File: src/sv/bcb_pkg.sv
// ----------------------------------------------------------------------------
// Blob centroid package
// Shared widths, codes, queue entry type and back-end states for the blob
// centroid and bounding box finder.
// ----------------------------------------------------------------------------
package bcb_pkg;

  localparam int PIXEL_W      = 8;
  localparam int CFG_W        = 11;
  localparam int CFG_INDEX_W  = 1;
  localparam int COORD_W      = 10;
  localparam int SUM_W        = 30;
  localparam int COUNT_W      = 21;
  localparam int QUEUE_DEPTH  = 2;

  localparam int DEF_MAX_WIDTH  = 1024;
  localparam int DEF_MAX_HEIGHT = 1024;

  localparam logic [PIXEL_W-1:0] FG_LEVEL = 8'hFF;

  // Configuration register indexes.
  typedef enum logic [CFG_INDEX_W-1:0] {
    REG_FRAME_WIDTH  = 1'b0,
    REG_FRAME_HEIGHT = 1'b1
  } cfg_reg_t;

  // One finished frame, handed from the front end to the back end.
  typedef struct packed {
    logic [SUM_W-1:0]   sum_x;
    logic [SUM_W-1:0]   sum_y;
    logic [COUNT_W-1:0] count;
    logic [COORD_W-1:0] min_x;
    logic [COORD_W-1:0] max_x;
    logic [COORD_W-1:0] min_y;
    logic [COORD_W-1:0] max_y;
    logic [COORD_W-1:0] radius;
    logic               updated;
    logic               empty;
  } frame_entry_t;

  typedef enum logic [1:0] {
    BK_IDLE,
    BK_DIVIDE,
    BK_HOLD
  } back_state_t;

endpackage

File: src/sv/bcb_front.sv
// ----------------------------------------------------------------------------
// Blob centroid front end
// Holds the frame size registers, tracks the raster position, accumulates
// foreground sums and the bounding box, and emits one entry per frame.
// ----------------------------------------------------------------------------
module bcb_front #(
  parameter int MAX_WIDTH  = bcb_pkg::DEF_MAX_WIDTH,
  parameter int MAX_HEIGHT = bcb_pkg::DEF_MAX_HEIGHT
) (
  input  logic                             clk,
  input  logic                             rst,
  input  logic                             cfg_valid,
  output logic                             cfg_ready,
  input  logic [bcb_pkg::CFG_INDEX_W-1:0]  cfg_index,
  input  logic [bcb_pkg::CFG_W-1:0]        cfg_data,
  input  logic                             pixel_valid,
  output logic                             pixel_ready,
  input  logic [bcb_pkg::PIXEL_W-1:0]      pixel_value,
  input  logic                             q_full,
  output logic                             q_push,
  output bcb_pkg::frame_entry_t            q_data
);
  import bcb_pkg::*;

  localparam int XW = $clog2(MAX_WIDTH);
  localparam int YW = $clog2(MAX_HEIGHT);
  localparam int WW = $clog2(MAX_WIDTH + 1);
  localparam int HW = $clog2(MAX_HEIGHT + 1);

  logic [CFG_W-1:0]   frame_width;
  logic [CFG_W-1:0]   frame_height;
  logic [XW-1:0]      col;
  logic [YW-1:0]      row;
  logic [SUM_W-1:0]   sum_x;
  logic [SUM_W-1:0]   sum_y;
  logic [COUNT_W-1:0] count;
  logic [COORD_W-1:0] min_x;
  logic [COORD_W-1:0] max_x;
  logic [COORD_W-1:0] min_y;
  logic [COORD_W-1:0] max_y;
  logic [COORD_W-1:0] held_radius;

  logic [WW-1:0]      w_lim;
  logic [HW-1:0]      h_lim;
  logic [XW-1:0]      last_x;
  logic [YW-1:0]      last_y;
  logic               row_end;
  logic               frame_end;
  logic               fg;
  logic               accept;
  logic [COORD_W-1:0] cx;
  logic [COORD_W-1:0] cy;
  logic [SUM_W-1:0]   sum_x_next;
  logic [SUM_W-1:0]   sum_y_next;
  logic [COUNT_W-1:0] count_next;
  logic [COORD_W-1:0] min_x_next;
  logic [COORD_W-1:0] max_x_next;
  logic [COORD_W-1:0] min_y_next;
  logic [COORD_W-1:0] max_y_next;
  logic [COORD_W-1:0] span_x;
  logic [COORD_W-1:0] span_y;
  logic               square;
  logic               empty;

  assign cfg_ready = 1'b1;

  always_ff @(posedge clk) begin
    if (rst) begin
      frame_width  <= CFG_W'(1024);
      frame_height <= CFG_W'(1024);
    end else if (cfg_valid) begin
      case (cfg_reg_t'(cfg_index))
        REG_FRAME_WIDTH:  frame_width  <= cfg_data;
        REG_FRAME_HEIGHT: frame_height <= cfg_data;
        default: ;
      endcase
    end
  end

  // Effective frame size: zero acts as one, oversize clamps to the maximum.
  always_comb begin
    if (frame_width == '0) begin
      w_lim = WW'(1);
    end else if (int'(frame_width) > MAX_WIDTH) begin
      w_lim = WW'(MAX_WIDTH);
    end else begin
      w_lim = WW'(frame_width);
    end
    if (frame_height == '0) begin
      h_lim = HW'(1);
    end else if (int'(frame_height) > MAX_HEIGHT) begin
      h_lim = HW'(MAX_HEIGHT);
    end else begin
      h_lim = HW'(frame_height);
    end
  end

  assign last_x    = XW'(w_lim - WW'(1));
  assign last_y    = YW'(h_lim - HW'(1));
  assign row_end   = (col >= last_x);
  assign frame_end = row_end && (row >= last_y);

  // Only the last pixel of a frame needs room in the queue.
  assign pixel_ready = !frame_end || !q_full;
  assign accept      = pixel_valid && pixel_ready;
  assign q_push      = accept && frame_end;

  always_comb begin
    fg         = (pixel_value == FG_LEVEL);
    cx         = COORD_W'(col);
    cy         = COORD_W'(row);
    sum_x_next = fg ? sum_x + SUM_W'(cx) : sum_x;
    sum_y_next = fg ? sum_y + SUM_W'(cy) : sum_y;
    count_next = fg ? count + COUNT_W'(1) : count;
    min_x_next = (fg && cx < min_x) ? cx : min_x;
    max_x_next = (fg && cx > max_x) ? cx : max_x;
    min_y_next = (fg && cy < min_y) ? cy : min_y;
    max_y_next = (fg && cy > max_y) ? cy : max_y;
    span_x     = max_x_next - min_x_next;
    span_y     = max_y_next - min_y_next;
    square     = (span_x == span_y);
    empty      = (count_next == '0);
  end

  always_comb begin
    q_data = '0;
    if (empty) begin
      q_data.radius = held_radius;
      q_data.empty  = 1'b1;
    end else begin
      q_data.sum_x   = sum_x_next;
      q_data.sum_y   = sum_y_next;
      q_data.count   = count_next;
      q_data.min_x   = min_x_next;
      q_data.max_x   = max_x_next;
      q_data.min_y   = min_y_next;
      q_data.max_y   = max_y_next;
      q_data.radius  = square ? span_x : held_radius;
      q_data.updated = square;
    end
  end

  always_ff @(posedge clk) begin
    if (rst) begin
      col         <= '0;
      row         <= '0;
      sum_x       <= '0;
      sum_y       <= '0;
      count       <= '0;
      min_x       <= '1;
      max_x       <= '0;
      min_y       <= '1;
      max_y       <= '0;
      held_radius <= '0;
    end else if (accept) begin
      if (frame_end) begin
        col   <= '0;
        row   <= '0;
        sum_x <= '0;
        sum_y <= '0;
        count <= '0;
        min_x <= '1;
        max_x <= '0;
        min_y <= '1;
        max_y <= '0;
        if (!empty && square) begin
          held_radius <= span_x;
        end
      end else begin
        sum_x <= sum_x_next;
        sum_y <= sum_y_next;
        count <= count_next;
        min_x <= min_x_next;
        max_x <= max_x_next;
        min_y <= min_y_next;
        max_y <= max_y_next;
        if (row_end) begin
          col <= '0;
          row <= row + YW'(1);
        end else begin
          col <= col + XW'(1);
        end
      end
    end
  end

endmodule

File: src/sv/bcb_fifo.sv
// ----------------------------------------------------------------------------
// Blob centroid frame queue
// Short queue of finished frame entries between the front and back ends.
// ----------------------------------------------------------------------------
module bcb_fifo (
  input  logic                  clk,
  input  logic                  rst,
  input  logic                  push,
  input  bcb_pkg::frame_entry_t push_data,
  output logic                  full,
  input  logic                  pop,
  output bcb_pkg::frame_entry_t pop_data,
  output logic                  not_empty
);
  import bcb_pkg::*;

  localparam int PTR_W = (QUEUE_DEPTH > 1) ? $clog2(QUEUE_DEPTH) : 1;
  localparam int CNT_W = $clog2(QUEUE_DEPTH + 1);

  frame_entry_t     slots [QUEUE_DEPTH];
  logic [PTR_W-1:0] wr_ptr;
  logic [PTR_W-1:0] rd_ptr;
  logic [CNT_W-1:0] fill;

  assign full      = (fill == CNT_W'(QUEUE_DEPTH));
  assign not_empty = (fill != '0);
  assign pop_data  = slots[rd_ptr];

  always_ff @(posedge clk) begin
    if (push) begin
      slots[wr_ptr] <= push_data;
    end
  end

  always_ff @(posedge clk) begin
    if (rst) begin
      wr_ptr <= '0;
      rd_ptr <= '0;
      fill   <= '0;
    end else begin
      if (push) begin
        wr_ptr <= (wr_ptr == PTR_W'(QUEUE_DEPTH - 1)) ? '0 : wr_ptr + PTR_W'(1);
      end
      if (pop) begin
        rd_ptr <= (rd_ptr == PTR_W'(QUEUE_DEPTH - 1)) ? '0 : rd_ptr + PTR_W'(1);
      end
      if (push && !pop) begin
        fill <= fill + CNT_W'(1);
      end else if (pop && !push) begin
        fill <= fill - CNT_W'(1);
      end
    end
  end

endmodule

File: src/sv/bcb_div.sv
// ----------------------------------------------------------------------------
// Blob centroid divider
// Restoring divider, one quotient bit per cycle; keeps the low quotient bits.
// ----------------------------------------------------------------------------
module bcb_div (
  input  logic                        clk,
  input  logic                        rst,
  input  logic                        start,
  input  logic [bcb_pkg::SUM_W-1:0]   dividend,
  input  logic [bcb_pkg::COUNT_W-1:0] divisor,
  output logic                        done,
  output logic [bcb_pkg::COORD_W-1:0] quotient
);
  import bcb_pkg::*;

  localparam int STEP_W = $clog2(SUM_W);

  logic                active;
  logic [STEP_W-1:0]   step;
  logic [SUM_W-1:0]    num;
  logic [COUNT_W-1:0]  den;
  logic [COUNT_W-1:0]  rem;
  logic [COORD_W-1:0]  quo;
  logic [COUNT_W:0]    trial;
  logic [COUNT_W:0]    diff;
  logic                fits;
  logic [COUNT_W-1:0]  rem_next;

  // The partial remainder stays below the divisor, so the difference fits.
  always_comb begin
    trial    = {rem, num[SUM_W-1]};
    diff     = trial - {1'b0, den};
    fits     = (trial >= {1'b0, den});
    rem_next = fits ? diff[COUNT_W-1:0] : trial[COUNT_W-1:0];
  end

  assign quotient = quo;

  always_ff @(posedge clk) begin
    if (rst) begin
      active <= 1'b0;
      done   <= 1'b0;
      step   <= '0;
    end else begin
      done <= 1'b0;
      if (start) begin
        active <= 1'b1;
        step   <= '0;
        num    <= dividend;
        den    <= divisor;
        rem    <= '0;
      end else if (active) begin
        num  <= num << 1;
        rem  <= rem_next;
        quo  <= {quo[COORD_W-2:0], fits};
        step <= step + STEP_W'(1);
        if (step == STEP_W'(SUM_W - 1)) begin
          active <= 1'b0;
          done   <= 1'b1;
        end
      end
    end
  end

endmodule

File: src/sv/bcb_back.sv
// ----------------------------------------------------------------------------
// Blob centroid back end
// Takes frame entries from the queue, divides the sums by the count unless
// the frame is empty, and holds the result until the receiver takes it.
// ----------------------------------------------------------------------------
module bcb_back (
  input  logic                        clk,
  input  logic                        rst,
  input  logic                        q_valid,
  input  bcb_pkg::frame_entry_t       q_data,
  output logic                        q_pop,
  output logic                        result_valid,
  input  logic                        result_ready,
  output logic [bcb_pkg::COORD_W-1:0] center_x,
  output logic [bcb_pkg::COORD_W-1:0] center_y,
  output logic [bcb_pkg::COORD_W-1:0] box_min_x,
  output logic [bcb_pkg::COORD_W-1:0] box_max_x,
  output logic [bcb_pkg::COORD_W-1:0] box_min_y,
  output logic [bcb_pkg::COORD_W-1:0] box_max_y,
  output logic [bcb_pkg::COORD_W-1:0] radius_out,
  output logic                        radius_updated,
  output logic [bcb_pkg::COUNT_W-1:0] pixel_count,
  output logic                        frame_empty
);
  import bcb_pkg::*;

  back_state_t        state;
  back_state_t        state_next;
  frame_entry_t       job;
  logic [COORD_W-1:0] cx_q;
  logic [COORD_W-1:0] cy_q;
  logic               div_start;
  logic               done_x;
  logic               done_y;
  logic [COORD_W-1:0] quo_x;
  logic [COORD_W-1:0] quo_y;

  bcb_div u_div_x (
    .clk      (clk),
    .rst      (rst),
    .start    (div_start),
    .dividend (q_data.sum_x),
    .divisor  (q_data.count),
    .done     (done_x),
    .quotient (quo_x)
  );

  bcb_div u_div_y (
    .clk      (clk),
    .rst      (rst),
    .start    (div_start),
    .dividend (q_data.sum_y),
    .divisor  (q_data.count),
    .done     (done_y),
    .quotient (quo_y)
  );

  always_comb begin
    state_next = state;
    case (state)
      BK_IDLE: begin
        if (q_valid) begin
          state_next = q_data.empty ? BK_HOLD : BK_DIVIDE;
        end
      end
      BK_DIVIDE: begin
        if (done_x && done_y) begin
          state_next = BK_HOLD;
        end
      end
      BK_HOLD: begin
        if (result_ready) begin
          state_next = BK_IDLE;
        end
      end
      default: state_next = BK_IDLE;
    endcase
  end

  always_comb begin
    q_pop        = (state == BK_IDLE) && q_valid;
    div_start    = q_pop && !q_data.empty;
    result_valid = (state == BK_HOLD);
  end

  always_ff @(posedge clk) begin
    if (rst) begin
      state <= BK_IDLE;
    end else begin
      state <= state_next;
      if (q_pop) begin
        job  <= q_data;
        cx_q <= '0;
        cy_q <= '0;
      end else if (state == BK_DIVIDE && done_x && done_y) begin
        cx_q <= quo_x;
        cy_q <= quo_y;
      end
    end
  end

  assign center_x       = cx_q;
  assign center_y       = cy_q;
  assign box_min_x      = job.min_x;
  assign box_max_x      = job.max_x;
  assign box_min_y      = job.min_y;
  assign box_max_y      = job.max_y;
  assign radius_out     = job.radius;
  assign radius_updated = job.updated;
  assign pixel_count    = job.count;
  assign frame_empty    = job.empty;

endmodule

File: src/sv/blob_centroid_bbox_finder.sv
// ----------------------------------------------------------------------------
// Blob centroid and bounding box finder
// Finds the centroid, bounding box and square-box radius of the 255-valued
// pixels of each raster-order grayscale frame.
// ----------------------------------------------------------------------------
// Usage:
// Pixels arrive on the pixel channel (pixel_valid/pixel_ready/pixel_value),
// one item per pixel in raster order; the block counts columns and rows
// itself from frame_width and frame_height. The user is to write those two
// registers through the cfg channel (index 0 is the width, index 1 the
// height) only while the block is idle; the block itself does not enforce
// this. cfg_ready is always high. Only the last pixel of a frame makes a
// result item: it is placed in a two-entry frame queue, and the back end
// then runs two 30-step restoring dividers in parallel (an empty frame
// skips them) before the result is held on the result channel. The back
// end takes the next entry from the queue only once that result is taken.
// While the back end divides or waits on result_ready, the front end keeps
// taking the pixels of the next frame; it stalls only on a frame's last
// pixel when the queue is full. A result stays on the outputs, unchanged,
// until result_ready takes it.
// Reset sets the frame size to 1024 by 1024, clears the position, sums,
// count, box and held radius, and empties the queue.
// ----------------------------------------------------------------------------
module blob_centroid_bbox_finder #(
  parameter int MAX_WIDTH  = bcb_pkg::DEF_MAX_WIDTH,
  parameter int MAX_HEIGHT = bcb_pkg::DEF_MAX_HEIGHT
) (
  input  logic                            clk,
  input  logic                            rst,
  input  logic                            cfg_valid,
  output logic                            cfg_ready,
  input  logic [bcb_pkg::CFG_INDEX_W-1:0] cfg_index,
  input  logic [bcb_pkg::CFG_W-1:0]       cfg_data,
  input  logic                            pixel_valid,
  output logic                            pixel_ready,
  input  logic [bcb_pkg::PIXEL_W-1:0]     pixel_value,
  output logic                            result_valid,
  input  logic                            result_ready,
  output logic [bcb_pkg::COORD_W-1:0]     center_x,
  output logic [bcb_pkg::COORD_W-1:0]     center_y,
  output logic [bcb_pkg::COORD_W-1:0]     box_min_x,
  output logic [bcb_pkg::COORD_W-1:0]     box_max_x,
  output logic [bcb_pkg::COORD_W-1:0]     box_min_y,
  output logic [bcb_pkg::COORD_W-1:0]     box_max_y,
  output logic [bcb_pkg::COORD_W-1:0]     radius_out,
  output logic                            radius_updated,
  output logic [bcb_pkg::COUNT_W-1:0]     pixel_count,
  output logic                            frame_empty
);
  import bcb_pkg::*;

  // Frame entries flow front end -> queue -> back end.
  frame_entry_t push_data;
  frame_entry_t pop_data;
  logic         q_push;
  logic         q_full;
  logic         q_pop;
  logic         q_valid;

  // Front end: position tracking, accumulation and radius bookkeeping.
  bcb_front #(
    .MAX_WIDTH  (MAX_WIDTH),
    .MAX_HEIGHT (MAX_HEIGHT)
  ) u_front (
    .clk         (clk),
    .rst         (rst),
    .cfg_valid   (cfg_valid),
    .cfg_ready   (cfg_ready),
    .cfg_index   (cfg_index),
    .cfg_data    (cfg_data),
    .pixel_valid (pixel_valid),
    .pixel_ready (pixel_ready),
    .pixel_value (pixel_value),
    .q_full      (q_full),
    .q_push      (q_push),
    .q_data      (push_data)
  );

  // Queue of finished frames so each side can stall on its own.
  bcb_fifo u_fifo (
    .clk       (clk),
    .rst       (rst),
    .push      (q_push),
    .push_data (push_data),
    .full      (q_full),
    .pop       (q_pop),
    .pop_data  (pop_data),
    .not_empty (q_valid)
  );

  // Back end: centroid division and the held result.
  bcb_back u_back (
    .clk            (clk),
    .rst            (rst),
    .q_valid        (q_valid),
    .q_data         (pop_data),
    .q_pop          (q_pop),
    .result_valid   (result_valid),
    .result_ready   (result_ready),
    .center_x       (center_x),
    .center_y       (center_y),
    .box_min_x      (box_min_x),
    .box_max_x      (box_max_x),
    .box_min_y      (box_min_y),
    .box_max_y      (box_max_y),
    .radius_out     (radius_out),
    .radius_updated (radius_updated),
    .pixel_count    (pixel_count),
    .frame_empty    (frame_empty)
  );

endmodule
File: config.mk
export PLATFORM = sky130hd
export DESIGN_NAME = blob_centroid_bbox_finder
export DESIGN_NICKNAME = d
export VERILOG_FILES = /design/src/sv/bcb_pkg.sv /design/src/sv/bcb_front.sv /design/src/sv/bcb_fifo.sv /design/src/sv/bcb_div.sv /design/src/sv/bcb_back.sv /design/src/sv/blob_centroid_bbox_finder.sv
export SDC_FILE = /design/constraint.sdc
export NUM_CORES = 1
export LEC_CHECK = 0
export ABC_AREA = 1
export BUFFER_PORTS_ARGS = -buffer_cell sky130_fd_sc_hd__clkbuf_2
export CORE_ASPECT_RATIO = 1.75
export CORE_UTILIZATION = 40
export DETAILED_ROUTE_END_ITERATION = 7
export MAX_ROUTING_LAYER = met4
export PLACE_DENSITY_LB_ADDON = 0.12
export RECOVER_POWER = 100
export SLEW_MARGIN = 10
export SYNTH_ARGS = -nofsm -noshare
export SYNTH_HDL_FRONTEND = slang
export SYNTH_SLANG_ARGS = --single-unit
File: constraint.sdc
create_clock -name clk -period 10.53 [get_ports clk]
set_clock_uncertainty 0.1 [all_clocks]
set_input_delay 0.5265 -clock clk [delete_from_list [all_inputs] [get_ports clk]]
set_output_delay 0.5265 -clock clk [all_outputs]
set_load 0.02 [all_outputs]
==> insert_results.sql <==
INSERT INTO impl_metrics (metric_group, metric, value, unit) VALUES
('clocking', 'ctsHtreeMaxLevel', '3', ''),
('cells_and_area', 'num-nets-final', '4146', ''),
('yosys', 'yosys.cell_types.count', '62', ''),
('route', 'dr.pass1.iters', '5', ''),
('worst_setup_path', 'critPathRequiredTime', '10.66', 'ns'),
('run_status', 'status', 'finished, violations left', ''),
('hold_path', 'worst_hold_path_endpoint', 'u_front.frame_width[10]', ''),
('worst_setup_path', 'critical_path.max_fanout', '71', ''),
('sta', 'finalSetupTns', '0', 'ns'),
('sta', 'period_share', '0.742', ''),
('power_and_ir_drop', 'vdd_ir_drop_max', '140', 'µV'),
('cells_and_area', 'areaGrowthSynthToFinish', '11.5', '%'),
('global_routing', 'largest_net_degree_at_the_start_of_global_routing', '79', ''),
('route', 'routedWlPerCell', '17.5', 'µm'),
('worst_setup_path', 'arrival', '7.95', 'ns'),
('route', 'drc', '0', ''),
('worst_setup_path', 'r2r_setup_slack', '2.71', 'ns'),
('worst_setup_path', 'setup.worst_path.end_class', 'flip-flop', ''),
('route', 'antenna_violating_nets_post_route', '0', ''),
('yosys', 'synth_fp_nets', '4041', ''),
('cells_and_area', 'antenna_cells', '0', ''),
('yosys', 'synth.top_cells.by_area', 'edfxtp_1, nand2_1, dfxtp_1', ''),
('yosys', 'synth_top_area_cell', 'edfxtp_1', ''),
('yosys', 'synth_async_sr_flop_share', '0', ''),
('floorplan', 'die_y', '390', 'µm'),
('global_routing', 'gr-usage-all-layers', '0.216', ''),
('global_routing', 'grt_first_pass_wirelength', '141', 'mm'),
('yosys', 'yosysTopAreaCellShare', '0.437', ''),
('yosys', 'netlist_area_before_placement', '34500', 'µm²'),
('sta', 'rsz0062_at_grt', 'false', ''),
('clocking', 'numClockSinks', '696', ''),
('sta', 'achievable-frequency', '128', 'MHz'),
('worst_setup_path', 'rr_startpoint', 'u_front.frame_width[8]', ''),
('route', 'drt-initial-drc-count', '1349', ''),
('yosys', 'yosysWarningCount', '0', ''),
('hold_path', 'min-delay-start', 'cfg_data[10]', ''),
('worst_setup_path', 'critical_path.startpoint', 'u_front.frame_width[8]', ''),
('sta', 'max-slew-margin-rel', '-1.01', ''),
('worst_setup_path', 'critPathLaunchType', 'flip-flop', ''),
('floorplan', 'num_io_pins', '121', ''),
('worst_setup_path', 'timing.critical_path.buf_inv', '3', ''),
('placement', 'buffer_ports.inserted', '119', ''),
('sta', 'final_hold_viol_count', '0', ''),
('route', 'post_drt_via_cell_ratio', '5.00', ''),
('clocking', 'hold_buffers', '0', ''),
('run_status', 'violations_in_the_final_reports', 'capacitance limit, slew limit', ''),
('route', 'drt-total-wl', '90.6', 'mm'),
('sta', 'tightestPinTransition', '3.01', 'ns'),
('power_and_ir_drop', 'power.density', '218', 'nW/µm²'),
('yosys', 'synth.avg_cell_area', '8.92', 'µm²'),
('yosys', 'synth-seq-cells', '696', ''),
('sta', 'post-route-min-period', '7.82', 'ns'),
('floorplan', 'die_width', '224', 'µm'),
('power_and_ir_drop', 'cellLeakagePower', '15.1', 'nW'),
('worst_setup_path', 'critical_path.slowest_cell', 'nor2_1', ''),
('global_routing', 'antenna_found_initial', '0', ''),
('floorplan', 'floorplan.initialDensity', '0.403', ''),
('job', 'maxCapViolations', '15', ''),
('sta', 'slew_viol_final', '681', ''),
('yosys', 'post-synth-top-count-cell', 'nand2_1', ''),
('worst_setup_path', 'critical_path.reg2reg.endpoint', 'u_fifo.slots[1][36]', ''),
('floorplan', 'design.core.area', '85500', 'µm²'),
('placement', 'gpl.final_weighted_congestion', '0.906', ''),
('yosys', 'synthesis.instances', '3862', ''),
('cells_and_area', 'layout_cell_share_with_drive_strength_beyond_1', '0.0524', ''),
('clocking', 'cts_clk_pin_slew_worst_paths', '0.06', 'ns'),
('floorplan', 'die_area', '87400', 'µm²'),
('sta', 'finish_stage_setup_viols', '0', ''),
('hold_path', 'hold_path_class', 'in -> reg', ''),
('sta', 'setup_slack', '2.71', 'ns'),
('clocking', 'postCtsSetupBuffers', '0', '');
per-stage QoR:
step	hold WS [ns]	utilization	instance area, µm²	instances
6_report	0.0644	0.449	38400	5178
5_1_grt	0.0504	0.449	38400	5178
4_1_cts	0.0140	0.453	38700	5178
3_5_place_dp	0.330	0.425	36300	5046
3_3_place_gp	0.320	0.425	36300	5046
2_1_floorplan	0.326	-	34500	3862
flip-flops by register name (all words and copies together) (netlist names), 11 cells and up, named ones only:
register / count
u_back.pixel_count: 21
u_back.u_div_x.den: 21
u_back.u_div_x.num: 30
u_back.u_div_x.rem: 21
u_back.u_div_y.num: 30
u_back.u_div_y.rem: 21
u_fifo.slots: 266
u_front.count: 21
u_front.frame_height: 11
u_front.frame_width: 11
u_front.sum_x: 30
u_front.sum_y: 30
worst register-to-register path, cell delays in order, from the launching register on:
cell and delay (ns):
dfxtp_1 0.33, nor2_1 0.10, nand2_1 0.06, nor4_1 0.32, nor2_1 0.18, or2_2 0.36
ha_1 0.21, o21ai_0 0.15, nor2_1 0.12, nand2_1 0.09, xor2_1 0.15, inv_1 0.06
ha_1 0.26, nand2_1 0.06, nor4_1 0.29, nand3_1 0.11, nand3_1 0.18, nand2_1 0.07
inv_1 0.13, nand3_1 0.35, nor2_1 1.94, clkbuf_2 1.69
worst max path at each step:
stage,cells after the start,endpoint,slack (ns)
floorplan,20,u_fifo.slots[0][0],1.24
finish,21,u_fifo.slots[1][36],2.71
detailed placement,21,u_fifo.slots[0][39],4.38
global placement,21,u_fifo.slots[0][72],4.44
CTS,21,u_fifo.slots[0][72],4.36
global route,21,u_fifo.slots[1][39],2.00
power breakdown:
group | switching (mW) | total [mW] | internal, mW
Combinational | 1.52 | 2.18 | 0.659
Sequential | 0.153 | 3.62 | 3.47
Clock | 1.13 | 2.57 | 1.44
layout by cell type (no fill, tap or decap), drive strengths merged, types with 3 or more instances in the layout:
master / n
a211oi: 8
a21boi: 4
a21o: 10
a21oi: 265
a31oi: 65
buf: 30
bufinv: 6
clkbuf: 216
clkinv: 30
clkinvlp: 10
dfxtp: 194
edfxtp: 502
fa: 6
ha: 148
inv: 413
nand2: 1122
nand3: 118
nand3b: 3
nand4: 39
nor2: 412
nor3: 43
nor4: 13
o211ai: 31
o21a: 6
o21ai: 181
o21bai: 8
or2: 11
xnor2: 38
xor2: 77
final cells by class:
class | instances | area, µm²
well taps | 1152 | 1440
flip-flops and latches | 696 | 19000
multi-input cells | 2625 | 13400
inverters | 412 | 1550
repair buffers | 161 | 744
fillers | 8401 | 47000
clock buffers | 85 | 1880
clock inverters | 47 | 472
cell families (layout without fill, tap and decap cells):
group	after synthesis	after routing	share of synthesized area
AO/OA/AOI/OAI	588	588	0.0941
XOR/XNOR	115	115	0.0294
adder cells (fa/ha/maj)	154	154	0.0572
buffers and inverters	541	705	0.0608
flip-flops	696	696	0.550
multiplexers	1	1	0.000290
other	1	1	0.000109
AND/OR/NAND/NOR	1766	1766	0.208
metal layers:
metal | up-vias | wire, µm | part of all wire | GRT usage
li1 | 13068 | - | - | -
met3 | 191 | 2420 | 0.027 | 0.0252
met5 | - | 0 | 0 | -
met1 | 12210 | 32800 | 0.36 | 0.203
met2 | 423 | 51300 | 0.57 | 0.424
met4 | 0 | 4030 | 0.045 | 0.102
No activity file was read; power rests on OpenSTA's default activity.
